--- src/cas_pkg.sv ---
// shared types, constants and arithmetic helpers of the contrast adaptive sharpener
package cas_pkg;

    localparam int PIX_W = 32;
    localparam int CH_W = 8;
    localparam int ROW_W = 12;
    localparam int HGT_W = 13;
    localparam int SHARP_W = 12;
    localparam int CFG_DATA_W = 13;
    localparam int CFG_IDX_W = 2;
    localparam int MAX_HEIGHT = 4096;

    // floor(x / 1000) for x below 256000 as (x * LUMA_RECIP) >> 28
    localparam logic [18:0] LUMA_RECIP = 19'd268436;
    // floor(t / 255) for t below 2^21 as (t * DIV255_RECIP) >> 29
    localparam logic [21:0] DIV255_RECIP = 22'd2105377;
    // offset that keeps the scaled product positive before the divide by 255
    localparam logic signed [21:0] DIV_OFFSET = 22'sd1044480;
    localparam logic [13:0] DIV_BIAS = 14'd4096;

    localparam logic [CFG_IDX_W-1:0] CFG_SHARPNESS = 2'd0;
    localparam logic [CFG_IDX_W-1:0] CFG_FRAME_WIDTH = 2'd1;
    localparam logic [CFG_IDX_W-1:0] CFG_FRAME_HEIGHT = 2'd2;

    typedef enum logic [1:0] {
        CAP_NONE,
        CAP_LEFT,
        CAP_MID,
        CAP_RIGHT
    } cas_cap_t;

    typedef struct packed {
        logic       wr_en;
        logic [1:0] wr_slot;
        logic       rd_en;
        cas_cap_t   cap;
        logic [1:0] out_slot;
        logic       step_mul1;
        logic       step_mul2;
        logic       step_div1;
        logic       step_div2;
        logic       sharp_en;
        logic       load_out;
        logic       frame_end;
    } cas_cmd_t;

    typedef struct packed {
        logic out_free;
    } cas_status_t;

    function automatic logic [7:0] luma(input logic [PIX_W-1:0] px);
        logic [17:0] s;
        logic [36:0] p;
        s = 18'(18'(px[7:0]) * 18'd299 + 18'(px[15:8]) * 18'd587 + 18'(px[23:16]) * 18'd114);
        p = 37'(s) * 37'(LUMA_RECIP);
        return p[35:28];
    endfunction

    function automatic logic [7:0] min8(input logic [7:0] a, input logic [7:0] b);
        return (a < b) ? a : b;
    endfunction

    function automatic logic [7:0] max8(input logic [7:0] a, input logic [7:0] b);
        return (a > b) ? a : b;
    endfunction

endpackage

--- src/cas_ctrl.sv ---
// controller: configuration, raster counters, pending count and sequencing fsm
module cas_ctrl
    import cas_pkg::*;
#(
    parameter int MAX_WIDTH = 2048,
    localparam int CW = $clog2(MAX_WIDTH),
    localparam int WW = $clog2(MAX_WIDTH + 1),
    localparam int PW = $clog2(MAX_WIDTH + 3)
) (
    input  logic                  aclk,
    input  logic                  aresetn,
    input  logic                  cfg_wr_en,
    input  logic [CFG_IDX_W-1:0]  cfg_index,
    input  logic [CFG_DATA_W-1:0] cfg_data,
    input  logic                  s_valid,
    input  logic                  s_kind,
    output logic                  s_ready,
    input  cas_status_t           status,
    output cas_cmd_t              cmd,
    output logic [CW-1:0]         wr_addr,
    output logic [CW-1:0]         rd_addr,
    output logic [SHARP_W-1:0]    sharpness
);

    typedef enum logic [3:0] {
        ST_IDLE,
        ST_RD_L,
        ST_RD_C,
        ST_RD_R,
        ST_CAP_R,
        ST_MUL1,
        ST_MUL2,
        ST_DIV1,
        ST_DIV2,
        ST_OUT
    } state_t;

    state_t               state_reg, state_next;
    logic [SHARP_W-1:0]   sharp_reg, sharp_next;
    logic [SHARP_W-1:0]   fw_reg, fw_next;
    logic [HGT_W-1:0]     fh_reg, fh_next;
    logic [CW-1:0]        in_col_reg, in_col_next;
    logic [ROW_W-1:0]     in_row_reg, in_row_next;
    logic [1:0]           in_slot_reg, in_slot_next;
    logic [CW-1:0]        out_col_reg, out_col_next;
    logic [ROW_W-1:0]     out_row_reg, out_row_next;
    logic [1:0]           out_slot_reg, out_slot_next;
    logic [PW-1:0]        pending_reg, pending_next;
    logic                 allow_reg, allow_next;

    logic [WW-1:0]        eff_w;
    logic [HGT_W-1:0]     eff_h;
    logic                 accept;
    logic                 in_wrap, in_last_row, out_wrap, out_last_row, interior;

    always_comb begin
        if (fw_reg == '0) begin
            eff_w = WW'(1);
        end else if (32'(fw_reg) > MAX_WIDTH) begin
            eff_w = WW'(MAX_WIDTH);
        end else begin
            eff_w = WW'(fw_reg);
        end
        if (fh_reg == '0) begin
            eff_h = HGT_W'(1);
        end else if (32'(fh_reg) > MAX_HEIGHT) begin
            eff_h = HGT_W'(MAX_HEIGHT);
        end else begin
            eff_h = fh_reg;
        end
    end

    assign accept = s_valid && (state_reg == ST_IDLE);
    assign in_wrap = (32'(in_col_reg) + 1 >= 32'(eff_w));
    assign in_last_row = (32'(in_row_reg) + 1 >= 32'(eff_h));
    assign out_wrap = (32'(out_col_reg) + 1 >= 32'(eff_w));
    assign out_last_row = (32'(out_row_reg) + 1 >= 32'(eff_h));
    assign interior = (out_row_reg != '0) && !out_last_row && (out_col_reg != '0) && !out_wrap;

    always_comb begin
        state_next = state_reg;
        sharp_next = sharp_reg;
        fw_next = fw_reg;
        fh_next = fh_reg;
        in_col_next = in_col_reg;
        in_row_next = in_row_reg;
        in_slot_next = in_slot_reg;
        out_col_next = out_col_reg;
        out_row_next = out_row_reg;
        out_slot_next = out_slot_reg;
        pending_next = pending_reg;
        allow_next = allow_reg;

        if (cfg_wr_en) begin
            unique case (cfg_index)
                CFG_SHARPNESS:    sharp_next = cfg_data[SHARP_W-1:0];
                CFG_FRAME_WIDTH:  fw_next = cfg_data[SHARP_W-1:0];
                CFG_FRAME_HEIGHT: fh_next = cfg_data;
                default: ;
            endcase
        end

        unique case (state_reg)
            ST_IDLE: begin
                if (accept) begin
                    if (!s_kind) begin
                        if (in_wrap) begin
                            in_col_next = '0;
                            in_slot_next = (in_slot_reg == 2'd2) ? 2'd0 : in_slot_reg + 2'd1;
                            in_row_next = in_last_row ? '0 : in_row_reg + 1'b1;
                        end else begin
                            in_col_next = in_col_reg + 1'b1;
                        end
                        pending_next = pending_reg + 1'b1;
                        if (32'(pending_reg) > 32'(eff_w)) begin
                            state_next = ST_RD_L;
                            allow_next = 1'b1;
                        end
                    end else if (pending_reg != '0) begin
                        state_next = ST_RD_L;
                        allow_next = 1'b0;
                    end
                end
            end
            ST_RD_L:  state_next = ST_RD_C;
            ST_RD_C:  state_next = ST_RD_R;
            ST_RD_R:  state_next = ST_CAP_R;
            ST_CAP_R: state_next = ST_MUL1;
            ST_MUL1:  state_next = ST_MUL2;
            ST_MUL2:  state_next = ST_DIV1;
            ST_DIV1:  state_next = ST_DIV2;
            ST_DIV2:  state_next = ST_OUT;
            ST_OUT: begin
                if (status.out_free) begin
                    if (out_wrap) begin
                        out_col_next = '0;
                        out_slot_next = (out_slot_reg == 2'd2) ? 2'd0 : out_slot_reg + 2'd1;
                        out_row_next = out_last_row ? '0 : out_row_reg + 1'b1;
                    end else begin
                        out_col_next = out_col_reg + 1'b1;
                    end
                    pending_next = pending_reg - 1'b1;
                    state_next = ST_IDLE;
                end
            end
            default: state_next = ST_IDLE;
        endcase
    end

    always_ff @(posedge aclk) begin
        if (!aresetn) begin
            state_reg <= ST_IDLE;
            sharp_reg <= '0;
            fw_reg <= SHARP_W'(1920);
            fh_reg <= HGT_W'(1080);
            in_col_reg <= '0;
            in_row_reg <= '0;
            in_slot_reg <= '0;
            out_col_reg <= '0;
            out_row_reg <= '0;
            out_slot_reg <= '0;
            pending_reg <= '0;
            allow_reg <= 1'b0;
        end else begin
            state_reg <= state_next;
            sharp_reg <= sharp_next;
            fw_reg <= fw_next;
            fh_reg <= fh_next;
            in_col_reg <= in_col_next;
            in_row_reg <= in_row_next;
            in_slot_reg <= in_slot_next;
            out_col_reg <= out_col_next;
            out_row_reg <= out_row_next;
            out_slot_reg <= out_slot_next;
            pending_reg <= pending_next;
            allow_reg <= allow_next;
        end
    end

    always_comb begin
        cmd = '0;
        cmd.wr_en = accept && !s_kind;
        cmd.wr_slot = in_slot_reg;
        cmd.out_slot = out_slot_reg;
        cmd.rd_en = (state_reg == ST_RD_L) || (state_reg == ST_RD_C) || (state_reg == ST_RD_R);
        unique case (state_reg)
            ST_RD_C:  cmd.cap = CAP_LEFT;
            ST_RD_R:  cmd.cap = CAP_MID;
            ST_CAP_R: cmd.cap = CAP_RIGHT;
            default:  cmd.cap = CAP_NONE;
        endcase
        cmd.step_mul1 = (state_reg == ST_MUL1);
        cmd.step_mul2 = (state_reg == ST_MUL2);
        cmd.step_div1 = (state_reg == ST_DIV1);
        cmd.step_div2 = (state_reg == ST_DIV2);
        cmd.sharp_en = allow_reg && interior && (sharp_reg != '0);
        cmd.load_out = (state_reg == ST_OUT) && status.out_free;
        cmd.frame_end = out_last_row && out_wrap;
    end

    always_comb begin
        unique case (state_reg)
            ST_RD_L: rd_addr = (out_col_reg == '0) ? CW'(MAX_WIDTH - 1) : out_col_reg - 1'b1;
            ST_RD_R: rd_addr = (32'(out_col_reg) == MAX_WIDTH - 1) ? '0 : out_col_reg + 1'b1;
            default: rd_addr = out_col_reg;
        endcase
    end

    assign s_ready = (state_reg == ST_IDLE);
    assign wr_addr = in_col_reg;
    assign sharpness = sharp_reg;

    a_load_only_free: assert property (@(posedge aclk) disable iff (!aresetn)
        cmd.load_out |-> status.out_free)
        else $error("result loaded while output register busy");
    a_quiet_pixel_stays_idle: assert property (@(posedge aclk) disable iff (!aresetn)
        (accept && !s_kind && (32'(pending_reg) <= 32'(eff_w))) |=> (state_reg == ST_IDLE))
        else $error("pixel without result left idle");
    a_slots_in_range: assert property (@(posedge aclk) disable iff (!aresetn)
        (in_slot_reg != 2'd3) && (out_slot_reg != 2'd3))
        else $error("ring slot out of range");
    a_emit_decrements: assert property (@(posedge aclk) disable iff (!aresetn)
        cmd.load_out |=> (pending_reg == $past(pending_reg) - 1'b1))
        else $error("pending count not decremented on result");

endmodule

--- config.mk ---
export PLATFORM = sky130hd
export DESIGN_NAME = cas_ctrl
export DESIGN_NICKNAME = d
export VERILOG_FILES = /design/src/cas_pkg.sv /design/src/cas_ctrl.sv
export SDC_FILE = /design/constraint.sdc
export NUM_CORES = 1
export LEC_CHECK = 0
export ABC_AREA = 1
export BUFFER_PORTS_ARGS = -buffer_cell sky130_fd_sc_hd__buf_4
export CORE_ASPECT_RATIO = 1.4
export CORE_MARGIN = 3
export CORE_UTILIZATION = 54
export DETAILED_ROUTE_END_ITERATION = 8
export PLACE_DENSITY_LB_ADDON = 0.08
export SKIP_LAST_GASP = 1
export SLEW_MARGIN = 20
export SYNTH_ARGS = -nofsm -noshare
export SYNTH_HDL_FRONTEND = slang
export SYNTH_SLANG_ARGS = --single-unit
--- constraint.sdc ---
create_clock -name aclk -period 2.9 [get_ports aclk]
set_input_delay 0.29 -clock aclk [delete_from_list [all_inputs] [get_ports aclk]]
set_output_delay 0.29 -clock aclk [all_outputs]
set_load 0.01 [all_outputs]
==> results.yml, run 1 <==
detailed_routing:
  wl_per_cell_um: 14.48
  first_iter_violations: 388
  final_antenna_net_count: 0
  drc: 0
  routed_wl_um: 18630
  viasPerCell: 5.337
  vias: 6869
  firstDrtPassIters: 5
synthesis:
  synth_compound_area_frac: 0.1223
  synth_edf_count: 0
  yosys_warnings: 0
  synth-simple-area-share: 0.3484
  synth.area.top_cells: "dfxtp_1 28%, nand2_1 15%, ha_1 12%, nor2_1 9.7%, inv_1 6.7%"
  synth_area_um2: 6630
  synth_area_per_cell_um2: 6.425
  async_reset_ff_frac: 0
  synth_cells: 1032
  ys_ff_latch: 92
  synthAdderAreaFrac: 0.1238
  synthFlopType: "dfxtp_1"
  yosysSeqAreaShare: 0.2778
  synth.largest_area_cell: "dfxtp_1"
  synth-xor-area-share: 0.03170
  synth_nets: 1118
  ys_types: 44
  synth_top_family_by_area: "simple AND/OR/NAND/NOR gates"
  synth_top_area_frac: 0.2778
  muxShareOfSynthArea: 0.003019
floorplan:
  rows: 47
  num_io_pins: 71
  dieArea_um2: 13660
  core_region_area_um2: 11940
  die_x_um: 99.65
  start_util: 0.5554
  fp.dieH_um: 137.1
outcome:
  violations: "setup timing"
  outcome: "finished, violations left"
setup_path:
  reg2reg_to: "out_col_reg[10]"
  reg2reg_depth: 17
  reg2reg_slack_ns: 0.12
  arrival_ns: 2.86
  endpoint_kind: "primary output"
  cp_max_fo: 5
  cp-start-kind: "flop"
  critPathKind: "flop to primary output"
  r2r_start: "out_col_reg[0]"
  worstPathRequired_ns: 2.61
sta:
  setup_violations: 2
  setup-tns-final_ns: -0.3633
  worst_pin_slew_ns: 0.5285
  finalCritPeriodShare: 1.087
  fin_skew_ns: 0.009375
  fmax_mhz: 317.2
  slew_viol_final: 0
  rsz0062_at_grt: "true"
  layout_setup_ws_ns: -0.2522
  min_period_ns: 3.152
  hold_viol_final: 0
  relSlewSlack: 0.6468
global_route:
  grt_max_degree: 32
  grt_first_pass_wirelength_um: 29590
  grt_pass1_vias: 6464
  grtUsageTotal: 0.2674
  grt-ovfl-total: 0
  antenna_found_initial: 0
power_and_ir_drop:
  ir_drop_v: 0.0003266
  p_leak_uw: 0.004235
  power.density_nw_per_um2: 456.2
  fin_total_pwr_uw: 3743
job:
  maxCapViolations: 0
place:
  gp_congestion: 0.9272
  dp_hpwl_um: 13760
  pre_cts_ws_ns: -0.01736
  io_buffers: 70
cells_and_area:
  final_common_cell: "nand2_1"
  final_cell_mix: "244 x nand2_1, 161 x nor2_1, 111 x inv_1, 111 x buf_4, 85 x dfxtp_1"
  drive_gt1_frac: 0.1921
  final_core_util: 0.6873
  largest_reg_flops: 13
  fillers: 1094
  n_antenna_cell: 0
  area_delta_synth_final_pct: 23.76
  final_nets: 1221
clock_network:
  cts_buffer_depth: 2
  worstSkewPairLatency_ns: 0.35
  clock-sinks: 92
  clk_pin_slew_ns: 0.07
  root_buffer: "clkbuf_16"
  cts_tree: "built"
  cts_made_buffers: 9
  hold_buffers: 0
  htree_num_levels: 3
hold_path:
  hp-class: "input port to flop"
  holdPathEnd: "fh_reg[5]"
  holdPathStages: 3
  worstHoldStart: "cfg_data[5]"
kinds of logic after synthesis:
logic type,count (synthesis)
buffers and inverters,152
adders and majority gates,65
AOI/OAI and AO/OA,151
xor gates and xnor gates,24
and+or+nand+nor,546
DFF,92
muxes,2
worst max path at each step:
stage	from	to	slack, ns
floorplan	out_col_reg[0]	cmd[2]	0.008
global placement	fw_reg[0]	cmd[2]	0.06
detailed placement	out_col_reg[0]	cmd[2]	-0.02
CTS	out_col_reg[1]	cmd[2]	-0.17
global route	out_row_reg[3]	cmd[2]	-0.31
finish	out_col_reg[0]	cmd[2]	-0.25
cell usage after synthesis (2+ instances only):
cell type and number:
o21bai_1 2, ha_1 64, o21a_1 2, inv_1 119, o31ai_1 2, nor2_4 2, nand3_1 59, o21ai_0 65
a21oi_1 63, nor3_1 9, nand2_2 2, nand2_1 261, nand3b_1 2, xor2_1 21, a31oi_1 2, o221ai_1 2
dfxtp_1 92, or2_2 4, buf_4 3, nor3_2 2, buf_2 4, and2_1 2, nor4_1 10, nor2_1 171
inv_2 6, o21ai_1 6, clkbuf_1 14, a21oi_2 2, mux2i_1 2, buf_6 4, xnor2_1 3, nand4_1 17
a21o_1 2
through the flow:
| step | instances | hold WS (ns) | cell area [um^2] |
|---|---|---|---|
| after floorplan | 1032 | 0.4032 | 6630 |
| after global placement | 1259 | 0.4608 | 7466 |
| after detailed placement | 1259 | 0.4705 | 7466 |
| final | 1287 | 0.1792 | 8205 |
| after CTS | 1282 | 0.1792 | 7935 |
| after global routing | 1287 | 0.1895 | 8205 |
routing by layer:
| layer | vias to the layer above | routed length (um) | share of wire | global-route usage |
|---|---|---|---|---|
| met5 | - | 0 | 0 | 0 |
| met4 | 0 | 565 | 0.030 | 0.1321 |
| met3 | 37 | 634 | 0.034 | 0.02499 |
| met2 | 145 | 9790 | 0.53 | 0.4873 |
| met1 | 3147 | 7640 | 0.41 | 0.3097 |
| li1 | 3540 | - | - | - |
critical path, stage by stage (launching register included):
cell and delay (ns):
dfxtp_2 0.36, buf_6 0.13, nand3_4 0.08, nor2_4 0.14
nand4_1 0.17, o21ai_1 0.28, nand2_2 0.12, inv_2 0.10
ha_4 0.20, a21oi_1 0.16, o21a_1 0.18, nand4_4 0.12
or2_4 0.28, nor2_4 0.09, buf_6 0.11
layout make-up:
type	instances	area (um^2)	area share
multi-input cells	788	4481	0.5461
well taps	147	183.9	0.02242
repair buffers	118	912.1	0.1112
clock buffers	12	246.5	0.03004
inverters	126	473.0	0.05764
flip-flops and latches	92	1853	0.2258
clock inverters	4	56.30	0.006862
repair_timing:
item                       4_1_cts  5_1_grt
hold endpoints to repair         0        0
resized for setup               31       61
pin swaps                       16       30
buffers inserted                 7        5
setup endpoints to repair        2       36
where the power goes:
part | switching [uW] | internal, uW | total [uW]
Clock | 519 | 700 | 1220
Sequential | 104 | 1350 | 1450
Combinational | 637 | 434 | 1070
Total | 1260 | 2480 | 3740
Power figures use the tool's default switching activity.
==> inputs of run 2 (changes only) <==
--- a/config.mk
+++ b/config.mk
@@ -7,9 +7,11 @@
 export LEC_CHECK = 0
 export ABC_AREA = 1
 export BUFFER_PORTS_ARGS = -buffer_cell sky130_fd_sc_hd__buf_4
+export CELL_PAD_IN_SITES_DETAIL_PLACEMENT = 2
+export CELL_PAD_IN_SITES_GLOBAL_PLACEMENT = 2
 export CORE_ASPECT_RATIO = 1.4
 export CORE_MARGIN = 3
-export CORE_UTILIZATION = 54
+export CORE_UTILIZATION = 29
 export DETAILED_ROUTE_END_ITERATION = 8
 export PLACE_DENSITY_LB_ADDON = 0.08
 export SKIP_LAST_GASP = 1
==> run 2 against run 1 <==
The flow still finishes with violations (setup timing). Cell area grew 9.6%. Clock skew up 0.00076 ns. Final cell count grew 15%. Sequential share of layout area down 2.0 points. Clock power is 9% higher. Setup slack got worse by 0.11 ns. Die area increased by 81%. Register-to-register slack got worse by 0.21 ns. Sequential power about the same. Non-clock buffer count rose by 48. Maximum frequency shrank 3.3%. Critical endpoint unchanged.
==> results.yml, run 2 (synthesis results as in run 1) <==
cells_and_area:
  final_nets: 1270
  final_common_cell: "nand2_1"
  n_antenna_cell: 0
  largest_reg_flops: 13
  fillers: 2668
  regArea_um2: 1856
  final_cell_mix: "241 x nand2_1, 154 x nor2_1, 151 x buf_4, 114 x inv_1, 85 x dfxtp_1"
  stdcell_count: 1485
  drive_gt1_frac: 0.2449
  multi_input_area_um2: 4627
  area_delta_synth_final_pct: 35.67
  fin_area_um2: 8995
detailed_routing:
  viasPerCell: 5.049
  drc: 0
  firstDrtPassIters: 4
  first_iter_violations: 183
  wl_per_cell_um: 19.20
  routed_wl_um: 28520
  vias: 7498
  final_antenna_net_count: 0
power_and_ir_drop:
  p_comb_frac: 0.302
  p_leak_uw: 0.004503
  ir_drop_v: 0.0002841
  clockPowerShare: 0.335
  pwr-share-seq: 0.364
  power.density_nw_per_um2: 442.1
  p_int_uw: 2573
  swShare: 0.3531
  p_switching_uw: 1404
setup_path:
  critPathKind: "flop to primary output"
  cp-start-kind: "flop"
  arrival_ns: 2.97
  reg2reg_slack_ns: -0.09
  endpoint_kind: "primary output"
  worstPathRequired_ns: 2.61
  cp_max_fo: 4
sta:
  slew_viol_final: 0
  hold_viol_final: 0
  fmax_mhz: 306.8
  whs_ns: 0.1636
  relSlewSlack: 0.5153
  rsz0062_at_grt: "true"
  layout_setup_ws_ns: -0.3592
  fin_skew_ns: 0.01014
  setup-tns-final_ns: -0.9658
  setup_violations: 9
  finalCritPeriodShare: 1.124
  worst_pin_slew_ns: 0.7226
  min_period_ns: 3.259
place:
  place_area_um2: 7911
  gp_congestion: 0.7909
  io_buffers: 70
  pre_cts_ws_ns: -0.05764
  dp_hpwl_um: 20420
  dp.cells: 1440
clock_network:
  root_buffer: "clkbuf_16"
  clock-sinks: 92
  cts_buffer_depth: 2
  worstSkewPairLatency_ns: 0.36
  hold_buffers: 0
  cts_tree: "built"
  clk_pin_slew_ns: 0.07
  htree_num_levels: 3
  cts_made_buffers: 9
floorplan:
  start_util: 0.2989
  fp.dieH_um: 184.9
  core_region_area_um2: 22180
  dieArea_um2: 24740
  num_io_pins: 71
  rows: 64
  die_x_um: 133.8
outcome:
  outcome: "finished, violations left"
  violations: "setup timing"
global_route:
  grtUsageTotal: 0.2153
  grt_pass1_vias: 8004
  grt_first_pass_wirelength_um: 42180
  grt-ovfl-total: 0
  grt_max_degree: 36
  antenna_found_initial: 0
hold_path:
  hp-class: "input port to flop"
job:
  maxCapViolations: 0
run 2: cell types whose count changed in the layout (fill, tap and decap cells not counted), sizes merged:
cell | before | now
bufinv | 1 | 2
buf | 118 | 163
clkinvlp | 0 | 1
clkbuf | 12 | 13
inv | 126 | 125
nand2 | 264 | 265
run 2: worst max-delay path, stage by stage, from the launching register on:
cell	delay, ns
dfxtp_2	0.36
nand2_2	0.10
nor3_4	0.32
nand4_1	0.19
buf_4	0.18
nor2_2	0.09
nor2_2	0.06
inv_2	0.06
ha_4	0.20
nand2_1	0.08
inv_1	0.05
nor2_1	0.09
o21ai_1	0.08
a21oi_2	0.16
nand3_2	0.12
or2_4	0.26
nor2_4	0.11
buf_6	0.11
run 2: final cells by class:
type / count / share of cell area
multi-input cells: 789 / 0.5144
flip-flops and latches: 92 / 0.2063
repair buffers: 166 / 0.1513
inverters: 126 / 0.05258
well taps: 297 / 0.04131
clock buffers: 10 / 0.02546
clock inverters: 5 / 0.008624
run 2: per-layer routing:
metal	wire length [um]	track usage	vias to the layer above
li1	-	-	3637
met2	16100	0.4297	93
met1	11090	0.2336	3719
met3	496	0.02391	49
met5	0	0	-
met4	831	0.06834	0
run 2: timing repair:
item,in CTS,in global routing
endpoints found under the setup margin,3,41
buffers inserted,18,9
gates cloned,0,5
pin swaps,19,33
gates resized for setup,53,71
run 2: through the flow:
step                  util  power, uW
floorplan                -       2178
global placement    0.3567       2618
detailed placement  0.3567       2650
CTS                 0.3863       4003
global route        0.4055       4236
finish              0.4055       3977
run 2: worst paths after layout:
path	from	to	cells after the start
hold reg to reg	allow_reg	allow_reg	2
setup / recovery	out_row_reg[4]	cmd[2]	17
hold / removal	cfg_data[5]	fh_reg[5]	3
setup reg to reg	out_row_reg[4]	out_row_reg[1]	20
run 2: power groups by stage:
stage	clock network, uW	registers [uW]	logic (uW)
2_1_floorplan	0	1450	724
3_3_place_gp	0	1470	1140
3_5_place_dp	0	1480	1170
4_1_cts	1360	1450	1190
5_1_grt	1420	1460	1360
6_report	1330	1450	1200
==> inputs of run 3 (changes only) <==
--- a/config.mk
+++ b/config.mk
@@ -14,6 +14,7 @@
 export CORE_UTILIZATION = 29
 export DETAILED_ROUTE_END_ITERATION = 8
 export PLACE_DENSITY_LB_ADDON = 0.08
+export SETUP_SLACK_MARGIN = 0.4
 export SKIP_LAST_GASP = 1
 export SLEW_MARGIN = 20
 export SYNTH_ARGS = -nofsm -noshare
==> run 3 against run 2 <==
The flow still finishes with violations (setup timing). Sequential power hardly changed. Non-clock buffer count up 7. Hold slack got worse by 0.0062 ns. Largest cell class unchanged.
==> results.yml, run 3 (synthesis results as in run 1) <==
detailed_routing:
  final_antenna_net_count: 0
  drc: 0
  vias: 7582
  first_iter_violations: 263
  wl_per_cell_um: 20.40
  viasPerCell: 5.082
  firstDrtPassIters: 4
  routed_wl_um: 30430
clock_network:
  htree_num_levels: 3
  clk_pin_slew_ns: 0.08
  cts_buffer_depth: 2
  hold_buffers: 0
  cts_tree: "built"
  worstSkewPairLatency_ns: 0.37
  clock-sinks: 92
  cts_made_buffers: 9
  root_buffer: "clkbuf_16"
floorplan:
  core_region_area_um2: 22180
  fp.dieH_um: 184.9
  num_io_pins: 71
  dieArea_um2: 24740
  start_util: 0.2989
  rows: 64
  die_x_um: 133.8
place:
  io_buffers: 70
  dp.cells: 1428
  gp_congestion: 0.7795
  dp_hpwl_um: 20120
  place_area_um2: 7853
power_and_ir_drop:
  p_int_uw: 2565
  fin_total_pwr_uw: 4050
  pwr-share-seq: 0.361
  ir_drop_v: 0.0002964
  p_switching_uw: 1485
  p_comb_frac: 0.325
  p_leak_uw: 0.004648
  swShare: 0.3667
  clockPowerShare: 0.313
  power.density_nw_per_um2: 424.6
cells_and_area:
  final_common_cell: "nand2_1"
  final_nets: 1277
  stdcell_count: 1492
  n_antenna_cell: 0
  regArea_um2: 1879
  fillers: 2630
  largest_reg_flops: 13
  final_cell_mix: "216 x nand2_1, 152 x buf_4, 145 x nor2_1, 103 x inv_1, 72 x dfxtp_1"
  multi_input_area_um2: 5084
  area_delta_synth_final_pct: 43.86
  fin_area_um2: 9538
  drive_gt1_frac: 0.3205
hold_path:
  worstHoldStart: "cfg_data[4]"
  holdPathEnd: "fh_reg[4]"
  hp-class: "input port to flop"
  holdPathStages: 3
setup_path:
  cp_max_fo: 4
  path_delay_family: "simple AND/OR/NAND/NOR gates"
  reg2reg_slack_ns: -0.10
  critPathKind: "flop to primary output"
  endpoint_kind: "primary output"
  reg2reg_to: "out_row_reg[4]"
  path_buf_inv: 4
  reg2reg_depth: 22
  r2r_start: "out_col_reg[0]"
  arrival_ns: 2.89
  worstPathCellList: "inv_2, nor3_2, buf_4, buf_12, nand2_8, nor2_1, nand2_1, nand2_1, ha_4, nand2_2, nor2_1, a21oi_2, nand3_4, or2_4, nor2_4, buf_6"
  worstPathRequired_ns: 2.61
  cpMaxStageDelayCell: "dfxtp_4"
  slowest_delay_ns: 0.38
  cp-start-kind: "flop"
sta:
  slew_viol_final: 0
  setup-tns-final_ns: -1.028
  fin_skew_ns: 0.009177
  min_period_ns: 3.185
  setup_violations: 13
  relSlewSlack: 0.5437
  rsz0062_at_grt: "true"
  worst_pin_slew_ns: 0.6802
  hold_viol_final: 0
  layout_setup_ws_ns: -0.2846
  finalCritPeriodShare: 1.098
  fmax_mhz: 314.0
job:
  maxCapViolations: 0
global_route:
  grt-ovfl-total: 0
  grt_max_degree: 47
  grt_first_pass_wirelength_um: 43350
  antenna_found_initial: 0
  grt_pass1_vias: 8141
  grtUsageTotal: 0.2208
outcome:
  violations: "setup timing"
  outcome: "finished, violations left"
run 3: what timing repair did:
action / CTS / global route
endpoints found under the setup margin: 49 / 54
gates resized for setup: 138 / 105
pin swaps: 52 / 64
gates cloned: 1 / 4
buffers inserted: 30 / 14
run 3: final cells by class:
| class | instances | area share |
|---|---|---|
| multi-input combinational | 789 | 0.5330 |
| clock buffer | 11 | 0.02545 |
| inverter | 126 | 0.05011 |
| tap | 297 | 0.03896 |
| timing repair buffer | 173 | 0.1505 |
| clock inverter | 4 | 0.004985 |
| sequential | 92 | 0.1970 |
run 3: how the worst max path moves through the flow:
stage,start,to,slack (ns),depth (start not counted)
after floorplan,out_col_reg[1],cmd[2],0.28,18
after global placement,out_row_reg[0],cmd[0],0.03,15
after detailed placement,out_col_reg[0],cmd[2],-0.03,19
after CTS,out_row_reg[4],cmd[2],-0.16,17
after global routing,out_row_reg[5],cmd[2],-0.42,14
final,out_row_reg[0],cmd[2],-0.28,16
run 3: worst min-delay path: stages:
cell and delay (ns):
buf_4 0.10, nand2_1 0.05, nand3_1 0.05
run 3: routing by layer:
| metal | part of all wire | track usage |
|---|---|---|
| met5 | 0 | 0 |
| met1 | 0.38 | 0.2396 |
| met2 | 0.57 | 0.4406 |
| met3 | 0.019 | 0.02147 |
| met4 | 0.025 | 0.07493 |
run 3: through the flow:
step           setup WS (ns)  utilization  hold slack [ns]
5_1_grt              -0.4198       0.4300           0.1605
6_report             -0.2846       0.4300           0.1574
4_1_cts              -0.1587       0.4016           0.1550
2_1_floorplan         0.2819            -           0.4032
3_3_place_gp         0.02582       0.3540           0.4648
3_5_place_dp        -0.02718       0.3540           0.4702
run 3: power by group through the flow:
| stage | clock, uW | combinational (uW) | sequential, uW |
|---|---|---|---|
| floorplan | 0 | 724 | 1450 |
| global placement | 0 | 1130 | 1480 |
| detailed placement | 0 | 1160 | 1480 |
| CTS | 1290 | 1250 | 1460 |
| global route | 1340 | 1480 | 1480 |
| finish | 1270 | 1320 | 1460 |
